## config.mk

```make
export PLATFORM = sky130hd
export DESIGN_NAME = rsp_packet_deframer
export DESIGN_NICKNAME = d
export VERILOG_FILES = /design/src/hw/rtl/rspd_pkg.sv /design/src/hw/rtl/rspd_decode.sv /design/src/hw/rtl/rsp_packet_deframer.sv
export SDC_FILE = /design/constraint.sdc
export NUM_CORES = 1
export LEC_CHECK = 0
export BUFFER_PORTS_ARGS = -buffer_cell sky130_fd_sc_hd__buf_2
export CAP_MARGIN = 20
export CORE_ASPECT_RATIO = 0.75
export CORE_MARGIN = 2
export CORE_UTILIZATION = 57
export CTS_CLUSTER_SIZE = 8
export DETAILED_ROUTE_END_ITERATION = 12
export PLACE_DENSITY = 0.88
export SLEW_MARGIN = 20
export SYNTH_ARGS = -nofsm -noshare
export SYNTH_HDL_FRONTEND = slang
export SYNTH_SLANG_ARGS = --single-unit
```

## constraint.sdc

```tcl
create_clock -name clk -period 2.6 [get_ports clk]
set_input_delay 0.52 -clock clk [delete_from_list [all_inputs] [get_ports clk]]
set_output_delay 0.52 -clock clk [all_outputs]
set_load 0.05 [all_outputs]
```

## src/hw/rtl/rspd_pkg.sv

```systemverilog
// ----------------------------------------------------------------------------
// rspd_pkg: shared constants, types and helpers of the packet deframer.
// Holds the framing characters, the phase codes, the result kinds and the
// record that carries the outcome of decoding one received byte.
// ----------------------------------------------------------------------------
`default_nettype none

package rspd_pkg;

  // Framing characters of the serial protocol.
  localparam logic [7:0] START_MARK = 8'h24;  // '$'
  localparam logic [7:0] END_MARK   = 8'h23;  // '#'
  localparam logic [7:0] DIGIT_ZERO = 8'h30;  // '0'
  localparam logic [7:0] LETTER_A   = 8'h61;  // 'a'

  // Framing phase codes.
  localparam logic [1:0] PH_HUNT   = 2'd0;
  localparam logic [1:0] PH_DATA   = 2'd1;
  localparam logic [1:0] PH_CHECK1 = 2'd2;
  localparam logic [1:0] PH_CHECK2 = 2'd3;

  // Result kinds.
  localparam logic [1:0] KIND_PAYLOAD = 2'd0;
  localparam logic [1:0] KIND_GOOD    = 2'd1;
  localparam logic [1:0] KIND_BAD     = 2'd2;

  // One result request as it leaves the block.
  typedef struct packed {
    logic [1:0] kind;
    logic [7:0] payload_byte;
    logic       send_ack;
    logic [7:0] packet_sum;
  } result_t;

  // Outcome of decoding one byte: the result, whether it exists, and the
  // next framing state.
  typedef struct packed {
    logic       emit;
    result_t    res;
    logic [1:0] phase_next;
    logic [7:0] sum_next;
    logic [7:0] first_next;
  } step_t;

  // Lowercase hex character for one nibble.
  function automatic logic [7:0] nibble_digit(input logic [3:0] nib);
    logic [7:0] wide;
    wide = {4'b0000, nib};
    if (nib < 4'd10) begin
      return DIGIT_ZERO + wide;
    end else begin
      return LETTER_A + wide - 8'd10;
    end
  endfunction

endpackage

`default_nettype wire

```

## src/hw/rtl/rspd_decode.sv

```systemverilog
// ----------------------------------------------------------------------------
// rspd_decode: framing decision for one received byte.
// Given the current framing state and a byte, works out the result request
// (if any) and the next state. Purely combinational.
// ----------------------------------------------------------------------------
`default_nettype none

module rspd_decode (
  input  wire logic [1:0]     phase,
  input  wire logic [7:0]     running_sum,
  input  wire logic [7:0]     first_check_char,
  input  wire logic [7:0]     rx_byte,
  output rspd_pkg::step_t     step
);

  logic good;

  // Both check characters must match the sum as lowercase hex.
  assign good = (first_check_char == rspd_pkg::nibble_digit(running_sum[7:4])) &&
                (rx_byte == rspd_pkg::nibble_digit(running_sum[3:0]));

  // Phase-dependent decision.
  always_comb begin
    step                  = '0;
    step.phase_next       = phase;
    step.sum_next         = running_sum;
    step.first_next       = first_check_char;
    case (phase)
      rspd_pkg::PH_HUNT: begin
        if (rx_byte == rspd_pkg::START_MARK) begin
          step.sum_next   = 8'd0;
          step.phase_next = rspd_pkg::PH_DATA;
        end
      end
      rspd_pkg::PH_DATA: begin
        if (rx_byte == rspd_pkg::END_MARK) begin
          step.phase_next = rspd_pkg::PH_CHECK1;
        end else begin
          step.sum_next         = running_sum + rx_byte;
          step.emit             = 1'b1;
          step.res.kind         = rspd_pkg::KIND_PAYLOAD;
          step.res.payload_byte = rx_byte;
        end
      end
      rspd_pkg::PH_CHECK1: begin
        step.first_next = rx_byte;
        step.phase_next = rspd_pkg::PH_CHECK2;
      end
      rspd_pkg::PH_CHECK2: begin
        step.emit           = 1'b1;
        step.res.kind       = good ? rspd_pkg::KIND_GOOD : rspd_pkg::KIND_BAD;
        step.res.send_ack   = good;
        step.res.packet_sum = running_sum;
        step.phase_next     = rspd_pkg::PH_HUNT;
      end
      default: begin
        step.phase_next = rspd_pkg::PH_HUNT;
      end
    endcase
  end

endmodule

`default_nettype wire

```

## src/hw/rtl/rsp_packet_deframer.sv

```systemverilog
// ----------------------------------------------------------------------------
// rsp_packet_deframer: remote serial protocol packet deframer.
// Frames '$' payload '#' h1 h2 packets, streams payload bytes out and checks
// the two-digit lowercase hex checksum.
// ----------------------------------------------------------------------------
// Each received byte is one input request; the block takes one per clock
// cycle while in_stall is low. A byte waits in the input register, is decoded
// against the framing state, and its result (if any) lands in the output
// register and is offered at the outputs from there.
// Hunting bytes, the end mark and the first check digit produce no result.
// Input stall is raised only when a byte that produces a result is waiting in
// the input register and the output register is still held by the downstream
// side. There is no reset-time clearing pass; the block is ready right after
// reset.
// ----------------------------------------------------------------------------
`default_nettype none

module rsp_packet_deframer (
  input  wire logic       clk,
  input  wire logic       rst,
  input  wire logic       in_valid,
  output logic            in_stall,
  input  wire logic [7:0] rx_byte,
  output logic            out_valid,
  input  wire logic       out_stall,
  output logic [1:0]      kind,
  output logic [7:0]      payload_byte,
  output logic            send_ack,
  output logic [7:0]      packet_sum
);

  logic                 hold_valid;
  logic [7:0]           hold_byte;
  logic [1:0]           phase;
  logic [7:0]           running_sum;
  logic [7:0]           first_check_char;
  rspd_pkg::step_t      step;
  rspd_pkg::result_t    result;
  logic                 out_free;
  logic                 advance;

  // Decode the held byte against the framing state.
  rspd_decode u_decode (
    .phase            (phase),
    .running_sum      (running_sum),
    .first_check_char (first_check_char),
    .rx_byte          (hold_byte),
    .step             (step)
  );

  // The held byte moves on unless its result has nowhere to go.
  assign out_free = !out_valid || !out_stall;
  assign advance  = hold_valid && (!step.emit || out_free);
  assign in_stall = hold_valid && !advance;

  // Input register.
  always_ff @(posedge clk) begin
    if (rst) begin
      hold_valid <= 1'b0;
    end else if (!in_stall) begin
      hold_valid <= in_valid;
    end
    if (!in_stall && in_valid) begin
      hold_byte <= rx_byte;
    end
  end

  // Framing state.
  always_ff @(posedge clk) begin
    if (rst) begin
      phase            <= rspd_pkg::PH_HUNT;
      running_sum      <= 8'd0;
      first_check_char <= 8'd0;
    end else if (advance) begin
      phase            <= step.phase_next;
      running_sum      <= step.sum_next;
      first_check_char <= step.first_next;
    end
  end

  // Output register.
  always_ff @(posedge clk) begin
    if (rst) begin
      out_valid <= 1'b0;
    end else if (out_free) begin
      out_valid <= advance && step.emit;
    end
    if (advance && step.emit) begin
      result <= step.res;
    end
  end

  assign kind         = result.kind;
  assign payload_byte = result.payload_byte;
  assign send_ack     = result.send_ack;
  assign packet_sum   = result.packet_sum;

endmodule

`default_nettype wire

```

**After elaboration in Yosys (flattened, before gate mapping)**

Cells that the tools add are included.

- Logic and storage cells: 58
- Memories: 0
- Output and inout bits: 21
- Memory bits (writable): 0
- Bits in latches: 0
- Bits in read-only memories: 0
- Flip-flop bits (word level): 47

- Bitwise gates (word level): 1
- $mul: 0
- Equal/unequal tests: 10
- Shifts and indexed selects: 0
- Reduce and logical (&&, ||, !) cells: 18
- Divide/modulo/power cells: 0
- Mux-type cells: 10
- Add/subtract/negate cells: 7
- Order comparisons: 2

Operator list:

| operator | count |
|---|---|
| two-way mux 8 bit | 3 |
| adder 7 x 4 -> 8 bit, first input constant | 2 |
| == test 8 x 6 -> 1 bit, second input constant | 2 |
| == test 8 bit | 2 |
| one-hot mux 8 bit (2 select lines) | 1 |
| subtractor 8 x 4 -> 8 bit, second input constant | 2 |
| adder 6 x 4 -> 7 bit, first input constant | 2 |
| two-way mux 11 bit | 1 |
| two-way mux 10 bit | 1 |
| adder 8 bit | 1 |
| less-than comparator 4 bit, second input constant | 2 |
| one-hot mux 2 bit (4 select lines) | 1 |
| one-hot mux 3 bit (2 select lines) | 1 |
| logical AND 1 bit | 5 |
| logical NOT 1 bit | 5 |
| == test 2 bit, second input constant | 2 |
| two-way mux 2 bit | 2 |
| != test 2 x 1 -> 1 bit, second input constant | 2 |
| AND reduction 4 bit | 1 |
| AND reduction 3 bit | 1 |
| == test 2 x 1 -> 1 bit, second input constant | 1 |
| logical NOT 2 bit | 1 |
| logical OR 1 bit | 2 |
| != test 2 bit, second input constant | 1 |
| other kinds (4) | 4 |

**Longest topological paths before layout**

Gate-level depths: netlist (run 1).

- Word-level depth: 14
- Gate-level depth with buffers: 7
- Mapped depth without buffers: 7

**Hierarchy**

A second synthesis (run 1) with hierarchy kept.

- Cell total of the unflattened synthesis: 292
- Area total of the unflattened synthesis: 2847.7 µm²

By module, submodules not included:

| module | area each (µm²) | cells each | instances |
|---|---|---|---|
| rsp_packet_deframer | 1720.4 | 117 | 1 |
| rspd_decode | 1127.3 | 175 | 1 |

**Worst setup path after synthesis (run 1)**

No wires, ideal clock.

- Path type: reg-to-reg
- From: register hold_byte[3]
- To: register hold_byte[0], enable pin
- Setup slack: 0.032 ns
- Period minus slack after synthesis: 2.568 ns
- Path buffers: 0
- Data required time: 2.227 ns
- Arrival: 2.195 ns
- Cell stages (with the launch flop): 6
- Path through: edfxtp_1 -> or3_1 -> o31a_1 -> o21ai_0 -> nor2_1 -> nor2b_1

- Word-level cells in the longest chain between the ends: 10

RTL lines:

| what | RTL line | text |
|---|---|---|
| start, declared | rsp_packet_deframer.sv:33 | `logic [7:0] hold_byte;` |
| start signal, assigned | rsp_packet_deframer.sv:64 | `hold_byte <= rx_byte;` |
| == test 8 x 6 -> 1 bit | rspd_decode.sv:36 | `if (rx_byte == rspd_pkg::END_MARK) begin` |
| two-way mux 11 bit | rspd_decode.sv:36 |  |
| one-hot mux 3 bit (2 select lines) | rspd_decode.sv:28 | `case (phase)` |
| logical NOT 1 bit | rsp_packet_deframer.sv:53 | `assign advance = hold_valid && (!step.emit \|\| out_free);` |
| logical OR 1 bit | rsp_packet_deframer.sv:53 |  |
| logical AND 1 bit | rsp_packet_deframer.sv:53 |  |
| logical NOT 1 bit | rsp_packet_deframer.sv:54 | `assign in_stall = hold_valid && !advance;` |
| logical AND 1 bit | rsp_packet_deframer.sv:54 |  |
| via in_stall | rsp_packet_deframer.sv:22 | `output logic in_stall,` |
| logical NOT 1 bit | rsp_packet_deframer.sv:63 | `if (!in_stall && in_valid) begin` |
| logical AND 1 bit | rsp_packet_deframer.sv:63 |  |

The timed path passes the listed nets, and every way through them passes these cells.
A chain may end at the register's enable or synchronous reset.

**Final worst setup path (run 1)**

- From: register hold_byte[4]
- To: output port in_stall

- Word-level cells in the longest chain between the ends: 8

RTL lines:

| what | RTL line |
|---|---|
| == test 8 x 6 -> 1 bit | rspd_decode.sv:36 |
| two-way mux 11 bit | rspd_decode.sv:36 |
| one-hot mux 3 bit (2 select lines) | rspd_decode.sv:28 |
| logical NOT 1 bit | rsp_packet_deframer.sv:53 |
| logical OR 1 bit | rsp_packet_deframer.sv:53 |
| logical AND 1 bit | rsp_packet_deframer.sv:53 |
| logical NOT 1 bit | rsp_packet_deframer.sv:54 |
| logical AND 1 bit | rsp_packet_deframer.sv:54 |
| end, declared | rsp_packet_deframer.sv:22 |

Every way passes these cells.

==> impl_metrics.py, run 1 <==
metrics = {
    "sta": {
        "maxSlewViolCount": 0,
        "clock-skew-final_ns": 0.00691,
        "finalCriticalPeriod_ns": 2.44,
        "worst_pin_slew_ns": 0.649,
        "fmax_ghz": 0.411,
        "hold_viol": 0,
        "period_share": 0.937,
        "setup_ws_ns": 0.165,
        "relSlewSlack": 0.564,
        "setup_viol": 0,
        "fin_tns_setup_ns": 0,
        "hold-worst-slack_ns": 0.390,
        "grt_setup_unrepaired": "false",
    },
    "grt": {
        "grt_pass1_vias": 1872,
        "grt_overflow_total": 0,
        "grt_max_degree": 22,
        "grt.total_usage": 0.245,
        "antenna_found_initial": 0,
        "grt_pass1_wl_um": 8880,
    },
    "yosys": {
        "synthArstFlopShare": 0,
        "syn_nets": 274,
        "ys_types": 44,
        "synthCells": 248,
        "ys_ff_latch": 47,
        "synth_edf_count": 27,
        "yosysSeqAreaShare": 0.486,
        "synth_area_um2": 2490,
        "synthFlopType": "edfxtp_1",
        "avgSynthCellArea_um2": 10.0,
        "yosysWarnings": 0,
    },
    "detailed_routing": {
        "ant_nets": 0,
        "via_count": 2074,
        "wire_per_inst_um": 15.9,
        "post-route-drc-count": 0,
        "vias_per_cell": 5.99,
        "firstDrtPassIters": 5,
        "drt-initial-drc-count": 157,
        "finalWirelength_um": 5510,
    },
    "critical_path": {
        "startpoint": "hold_byte[4]",
        "worst_ep_required_time_ns": 2.08,
        "path_class": "flip-flop to output pin",
        "path_max_fanout": 6,
        "cp.arrival_ns": 1.92,
        "r2r-start": "running_sum[1]",
        "endpoint_kind": "output pin",
        "start_kind": "flip-flop",
    },
    "job": {
        "max-cap-violations": 0,
    },
    "cells_and_area": {
        "final_nets": 316,
        "drive_gt1_frac": 0.199,
        "area_growth_pct": 15.2,
        "nFillCells": 299,
        "post-route-util": 0.695,
        "antenna_cells": 0,
    },
    "cts": {
        "postCtsHoldBufs": 0,
        "h-tree-depth": 2,
        "clock_sinks": 47,
        "numCtsBuffers": 5,
        "path_clk_slew_ns": 0.08,
        "clockRootBuffer": "clkbuf_8",
        "clkLatencyLatePin_ns": 0.30,
        "cts_tree": "done",
        "max-clock-path-buffers": 2,
    },
    "floorplanning": {
        "coreArea_um2": 4130,
        "die_w_um": 80.3,
        "ios": 33,
        "die_h_um": 61.2,
        "initial_utilization": 0.603,
        "rows": 20,
        "dieArea_um2": 4920,
    },
    "run_status": {
        "run_status": "complete, no violations",
    },
    "placement": {
        "port-buffer-count": 32,
        "pre_cts_slack_ns": 0.247,
        "dp_hpwl_um": 4040,
        "routabilityCongestion": 0.941,
    },
    "min_path": {
        "worstHoldStart": "rx_byte[2]",
        "min_path_type": "primary input to flip-flop",
    },
    "power_and_ir_drop": {
        "power_uw": 1310,
        "leakagePower_uw": 0.00110,
        "powerDensity_nw_per_um2": 458,
        "ir_drop_mv": 0.329,
    },
}
[layout by cell type (no fill, tap or decap), types with 9 or more instances in the layout]
master	count
buf_2	32
edfxtp_1	27
a21oi_1	26
o21ai_0	23
dfxtp_1	20
nand3_1	13
ha_1	13
inv_1	12
buf_4	12
nor2_1	10
nand2_1	9
[registers in the layout, indices dropped and copies added, names as in the netlist]
name / flops
first_check_char: 8
hold_byte: 8
packet_sum: 8
payload_byte: 8
running_sum: 8
kind: 2
phase: 2
hold_valid: 1
out_valid: 1
send_ack: 1
[per-stage QoR]
stage / instances / instance area, um^2
2_1_floorplan: 248 / 2490
4_1_cts: 342 / 2840
5_1_grt: 346 / 2870
3_5_place_dp: 332 / 2730
6_report: 346 / 2870
3_3_place_gp: 332 / 2730
[power by group]
part	internal, uW	switching [uW]	leakage, uW
sequential	788	10.3	0.000438
combinational	24.8	29.1	0.000612
clock	217	244	0.0000516
total	1030	283	0.00110
[worst max-delay path: stages, from the launching register on]
cell and delay [ns]:
edfxtp_1 0.41, or3_1 0.40, o31a_1 0.32, o21ai_1 0.18, nor2_1 0.09, buf_2 0.22
[cell families after synthesis]
kind of cell | count (synthesis) | share of synthesized area
AO/OA/AOI/OAI | 70 | 0.167
flip-flops | 47 | 0.486
buffers and inverters | 21 | 0.0332
multiplexers | 2 | 0.00804
XOR/XNOR | 11 | 0.0387
AND/OR/NAND/NOR | 83 | 0.193
adder cells (fa/ha/maj) | 14 | 0.0734
[area by class of cell]
cell class	count	area, um^2	share of cell area
multi-input combinational	180	1200	0.417
sequential	47	1210	0.422
inverter	12	45.0	0.0157
clock inverter	2	13.8	0.00480
timing repair buffer	44	250	0.0873
clock buffer	6	82.6	0.0288
tap	55	68.8	0.0240
[routing by layer]
metal  GRT usage  vias to the layer above  wire length, um
met5           0                        -                0
met4      0.0823                        0              131
met3      0.0777                       21              496
met2       0.370                       97             2450
met1       0.340                      960             2430
li1            -                      996                -
[path summary, 6_finish.rpt]
kind	end	slack [ns]	cells after the start
worst max-delay path	in_stall	0.16	5
worst min-delay path	hold_byte[2]	0.39	1
worst max register to register	kind[1]	0.32	7
worst min register to register	first_check_char[7]	0.49	2
[repair_timing]
action,in CTS,in global routing
resized for setup,1,0
pin swaps,0,1
endpoints found under the setup margin,1,1
setup buffers,2,4
[synthesized netlist by cell type, types with 2 or more instances]
master,instances,share of area
nand2_1,9,0.014
xnor2_1,3,0.011
mux2i_1,2,0.0080
xor2_1,8,0.028
and2_2,4,0.012
dfxtp_1,20,0.16
inv_1,12,0.018
nand4_1,8,0.020
o21bai_1,3,0.0090
o2111ai_1,2,0.0070
a21oi_1,26,0.052
nor2b_1,6,0.015
nand2b_1,3,0.0075
nor3_1,3,0.0060
edfxtp_1,27,0.33
ha_1,13,0.065
and2_1,8,0.020
o21ai_0,24,0.048
nand3b_1,3,0.0090
or3_1,4,0.010
clkbuf_1,8,0.012
and4_1,2,0.0070
o21a_1,2,0.0060
nand3_1,13,0.026
o211ai_1,3,0.0090
nor2_1,10,0.015
nor3b_1,5,0.015
Note: power is estimated with default switching activity, not from simulation.
==> run 2, diff against run 1 <==
CORE_UTILIZATION = 50   (was 57)
PLACE_DENSITY = 0.8   (was 0.88)
clock period = 3 ns   (was 2.6 ns; I/O delays follow)
==> impl_metrics.py, run 2 (synthesized netlist as in run 1, its figures left out) <==
metrics = {
    "run_status": {
        "run_status": "complete, no violations",
    },
    "detailed_routing": {
        "ant_nets": 0,
        "vias_per_cell": 5.93,
        "finalWirelength_um": 5560,
        "firstDrtPassIters": 5,
        "wire_per_inst_um": 16.2,
        "drt-initial-drc-count": 228,
        "post-route-drc-count": 0,
        "via_count": 2035,
    },
    "critical_path": {
        "path_max_fanout": 9,
        "worst_ep_required_time_ns": 2.40,
        "regToRegSetupSlack_ns": 0.67,
        "ff2ff_path_depth": 5,
        "path_class": "flip-flop to output pin",
        "endpoint_kind": "output pin",
        "start_kind": "flip-flop",
        "cp.arrival_ns": 2.17,
    },
    "grt": {
        "grtUsageMet1": 0.320,
        "grt.total_usage": 0.209,
        "grt_pass1_wl_um": 9100,
        "antenna_found_initial": 0,
        "grt_max_degree": 22,
        "busiest_layer": "met1",
        "grt_pass1_vias": 1806,
        "met2_usage": 0.311,
        "grt_overflow_total": 0,
        "gr-usage-met3": 0.0389,
    },
    "sta": {
        "relSlewSlack": 0.544,
        "maxSlewViolCount": 0,
        "finalCriticalPeriod_ns": 2.77,
        "grt_setup_unrepaired": "false",
        "setup_ws_ns": 0.227,
        "period_share": 0.924,
        "fin_tns_setup_ns": 0,
        "fmax_ghz": 0.361,
        "clock-skew-final_ns": 0.00572,
        "setup_viol": 0,
        "hold_viol": 0,
        "worst_pin_slew_ns": 0.680,
    },
    "floorplanning": {
        "dieArea_um2": 5570,
        "die_h_um": 65.1,
        "rows": 22,
        "coreArea_um2": 4840,
        "die_w_um": 85.5,
        "ios": 33,
        "initial_utilization": 0.514,
    },
    "cts": {
        "cts_tree": "done",
        "clockRootBuffer": "clkbuf_8",
        "path_clk_slew_ns": 0.09,
        "h-tree-depth": 2,
        "numCtsBuffers": 5,
        "max-clock-path-buffers": 2,
        "clock_sinks": 47,
        "clkLatencyLatePin_ns": 0.30,
    },
    "power_and_ir_drop": {
        "powerDensity_nw_per_um2": 427,
        "ir_drop_mv": 0.312,
        "leakagePower_uw": 0.00107,
    },
    "placement": {
        "pre_cts_slack_ns": 0.448,
        "dp_cells": 335,
        "post_dp_cell_area_um2": 2720,
        "routabilityCongestion": 0.869,
        "port-buffer-count": 32,
        "dp_hpwl_um": 4130,
    },
    "min_path": {
        "hold_path_depth": 1,
        "min_path_type": "primary input to flip-flop",
    },
    "cells_and_area": {
        "final_cells": 343,
        "antenna_cells": 0,
        "area_growth_pct": 13.8,
        "layout_common_cells": "buf_2, edfxtp_1, a21oi_1",
        "drive_gt1_frac": 0.177,
        "final_nets": 308,
        "fin_area_um2": 2830,
        "nFillCells": 421,
        "layout_commonest_cell": "buf_2",
    },
    "job": {
        "max-cap-violations": 0,
    },
}
-- run 2: repair_timing --
action,CTS,global route
setup buffers,0,0
resized for setup,0,1
setup endpoints to repair,0,1
hold buffers,0,0
-- run 2: layout make-up --
class                           count  area (um^2)  area share
Timing Repair Buffer               36          190      0.0671
Multi-Input combinational cell    180         1200       0.422
Clock inverter                      3         47.5      0.0168
Sequential cell                    47         1210       0.427
Inverter                           12         45.0      0.0159
Tap cell                           60         75.1      0.0265
Clock buffer                        5         68.8      0.0243
-- run 2: routing by layer --
layer | vias up | part of all wire
met4 | 0 | 0.0047
met5 | - | 0
li1 | 982 | -
met2 | 105 | 0.43
met3 | 4 | 0.083
met1 | 944 | 0.48
-- run 2: path summary, 6_finish.rpt --
check / to / start
worst min register to register: first_check_char[7] / first_check_char[7]
worst max register to register: running_sum[7] / hold_byte[3]
worst min-delay path: hold_byte[0] / rx_byte[0]
worst max-delay path: in_stall / hold_byte[3]
-- run 2: where the power goes --
group / internal (uW) / leakage (uW) / switching [uW]
combinational: 17.1 / 0.000573 / 20.5
sequential: 684 / 0.000438 / 12.0
clock: 253 / 0.0000587 / 225
total: 953 / 0.00107 / 258
-- run 2: stage by stage --
step / util / power, uW / hold slack, ns
floorplan: - / 728 / 0.449
global placement: 0.561 / 745 / 0.470
detailed placement: 0.561 / 747 / 0.472
CTS: 0.585 / 1210 / 0.471
global route: 0.585 / 1250 / 0.472
finish: 0.585 / 1210 / 0.473
-- run 2: worst max-delay path: stages, from the launching register on --
cell and delay (ns):
edfxtp_1 0.48, or3_1 0.42, o31a_1 0.39, o21ai_1 0.24, nor2_1 0.12, buf_2 0.23
==> run 3, diff against run 2 <==
MAX_ROUTING_LAYER = met4   (was not set)
==> impl_metrics.py, run 3 (synthesized netlist as in run 1, its figures left out) <==
metrics = {
    "run_status": {
        "run_status": "complete, no violations",
    },
    "critical_path": {
        "path_class": "flip-flop to output pin",
        "ff2ff_path_depth": 5,
        "endpoint_kind": "output pin",
        "worst_ep_required_time_ns": 2.40,
        "path_max_fanout": 9,
        "slowest_stage": "edfxtp_1",
        "start_kind": "flip-flop",
        "cp.arrival_ns": 2.18,
        "path_cells": "or3_1 > o31a_1 > o21ai_1 > nor2_1 > buf_2",
        "cpPeakStageDelay_ns": 0.48,
    },
    "cts": {
        "clock_sinks": 47,
        "cts_tree": "done",
        "path_clk_slew_ns": 0.09,
        "clkLatencyLatePin_ns": 0.30,
        "clockRootBuffer": "clkbuf_8",
        "max-clock-path-buffers": 2,
        "numCtsBuffers": 5,
        "h-tree-depth": 2,
    },
    "floorplanning": {
        "coreArea_um2": 4840,
        "rows": 22,
        "initial_utilization": 0.514,
        "dieArea_um2": 5570,
        "ios": 33,
        "die_h_um": 65.1,
        "die_w_um": 85.5,
    },
    "power_and_ir_drop": {
        "p_clk_frac": 0.393,
        "ir_drop_mv": 0.312,
        "leakagePower_uw": 0.00107,
        "p_int_uw": 953,
        "pwr-share-comb": 0.031,
        "power_uw": 1210,
        "seqPwrFrac": 0.576,
        "powerDensity_nw_per_um2": 426,
        "switchingPower_uw": 254,
        "switching_share": 0.211,
    },
    "detailed_routing": {
        "ant_nets": 0,
        "firstDrtPassIters": 5,
        "vias_per_cell": 5.93,
        "post-route-drc-count": 0,
        "wire_per_inst_um": 16.0,
        "via_count": 2033,
        "finalWirelength_um": 5490,
        "drt-initial-drc-count": 190,
    },
    "grt": {
        "grt_max_degree": 22,
        "grt_pass1_vias": 1805,
        "antenna_found_initial": 0,
        "grt_pass1_wl_um": 9120,
        "grt.total_usage": 0.215,
        "grt_overflow_total": 0,
    },
    "sta": {
        "grt_setup_unrepaired": "false",
        "maxSlewViolCount": 0,
        "period_share": 0.925,
        "worst_pin_slew_ns": 0.678,
        "fin_tns_setup_ns": 0,
        "finalCriticalPeriod_ns": 2.78,
        "clock-skew-final_ns": 0.00369,
        "hold_viol": 0,
        "setup_viol": 0,
        "fmax_ghz": 0.360,
        "relSlewSlack": 0.545,
    },
    "placement": {
        "port-buffer-count": 32,
        "dp_hpwl_um": 4130,
        "routabilityCongestion": 0.883,
    },
    "cells_and_area": {
        "layout_common_cells": "buf_2, edfxtp_1, a21oi_1",
        "area_growth_pct": 13.8,
        "final_nets": 308,
        "antenna_cells": 0,
        "layout_commonest_cell": "buf_2",
        "drive_gt1_frac": 0.177,
    },
    "min_path": {
        "min_path_type": "primary input to flip-flop",
        "hold_path_depth": 1,
    },
    "job": {
        "max-cap-violations": 0,
    },
}
==> run 3: cell counts in the layout (fill, tap and decap cells not counted) <==
No cell type changed its count.
==> run 3: critical path, delay by kind of cell, from the launching register on <==
kind / cells / cell delay [ns]
buffers and inverters: 1 / 0.23
AO/OA/AOI/OAI: 2 / 0.63
AND/OR/NAND/NOR: 2 / 0.54
flip-flops: 1 / 0.48
==> run 3: repair_timing <==
action | in CTS | in global routing
resized for setup | 0 | 1
setup endpoints to repair | 0 | 1
setup buffers | 0 | 0
hold buffers | 0 | 0
hold endpoints to repair | 0 | 0
==> run 3: layout make-up <==
cell class	instances	area (um^2)
Sequential cell	47	1210
Clock inverter	3	47.5
Clock buffer	5	68.8
Timing Repair Buffer	36	190
Fill cell	421	2010
Inverter	12	45.0
Tap cell	60	75.1
Multi-Input combinational cell	180	1200
==> run 3: path summary, 6_finish.rpt <==
check                                           end                 from  slack [ns]
worst max-delay path                       in_stall         hold_byte[3]        0.22
worst min-delay path                   hold_byte[0]           rx_byte[0]        0.47
worst max register to register       running_sum[7]         hold_byte[3]        0.67
worst min register to register  first_check_char[7]  first_check_char[7]        0.49
==> run 3: power by group through the flow <==
stage | clock, uW | combinational (uW) | sequential [uW]
floorplan | 0 | 22.9 | 706
global placement | 0 | 36.7 | 709
detailed placement | 0 | 37.1 | 710
CTS | 479 | 37.3 | 695
global route | 513 | 42.2 | 697
finish | 475 | 37.5 | 695
==> run 3: through the flow <==
stage | instance area, um^2 | hold slack, ns | util | setup WS, ns | instances
5_1_grt | 2830 | 0.472 | 0.585 | 0.0438 | 343
6_report | 2830 | 0.474 | 0.585 | 0.224 | 343
3_5_place_dp | 2720 | 0.472 | 0.561 | 0.448 | 335
4_1_cts | 2830 | 0.471 | 0.585 | 0.127 | 343
3_3_place_gp | 2720 | 0.470 | 0.561 | 0.549 | 335
2_1_floorplan | 2490 | 0.449 | - | 0.432 | 248
==> run 3: per-layer routing <==
metal  track usage  wire, um  vias to the layer above
li1              -         -                      985
met1         0.322      2660                      944
met2         0.311      2410                      100
met3        0.0389       385                        4
met4        0.0377        27                        0
met5             -         0                        -
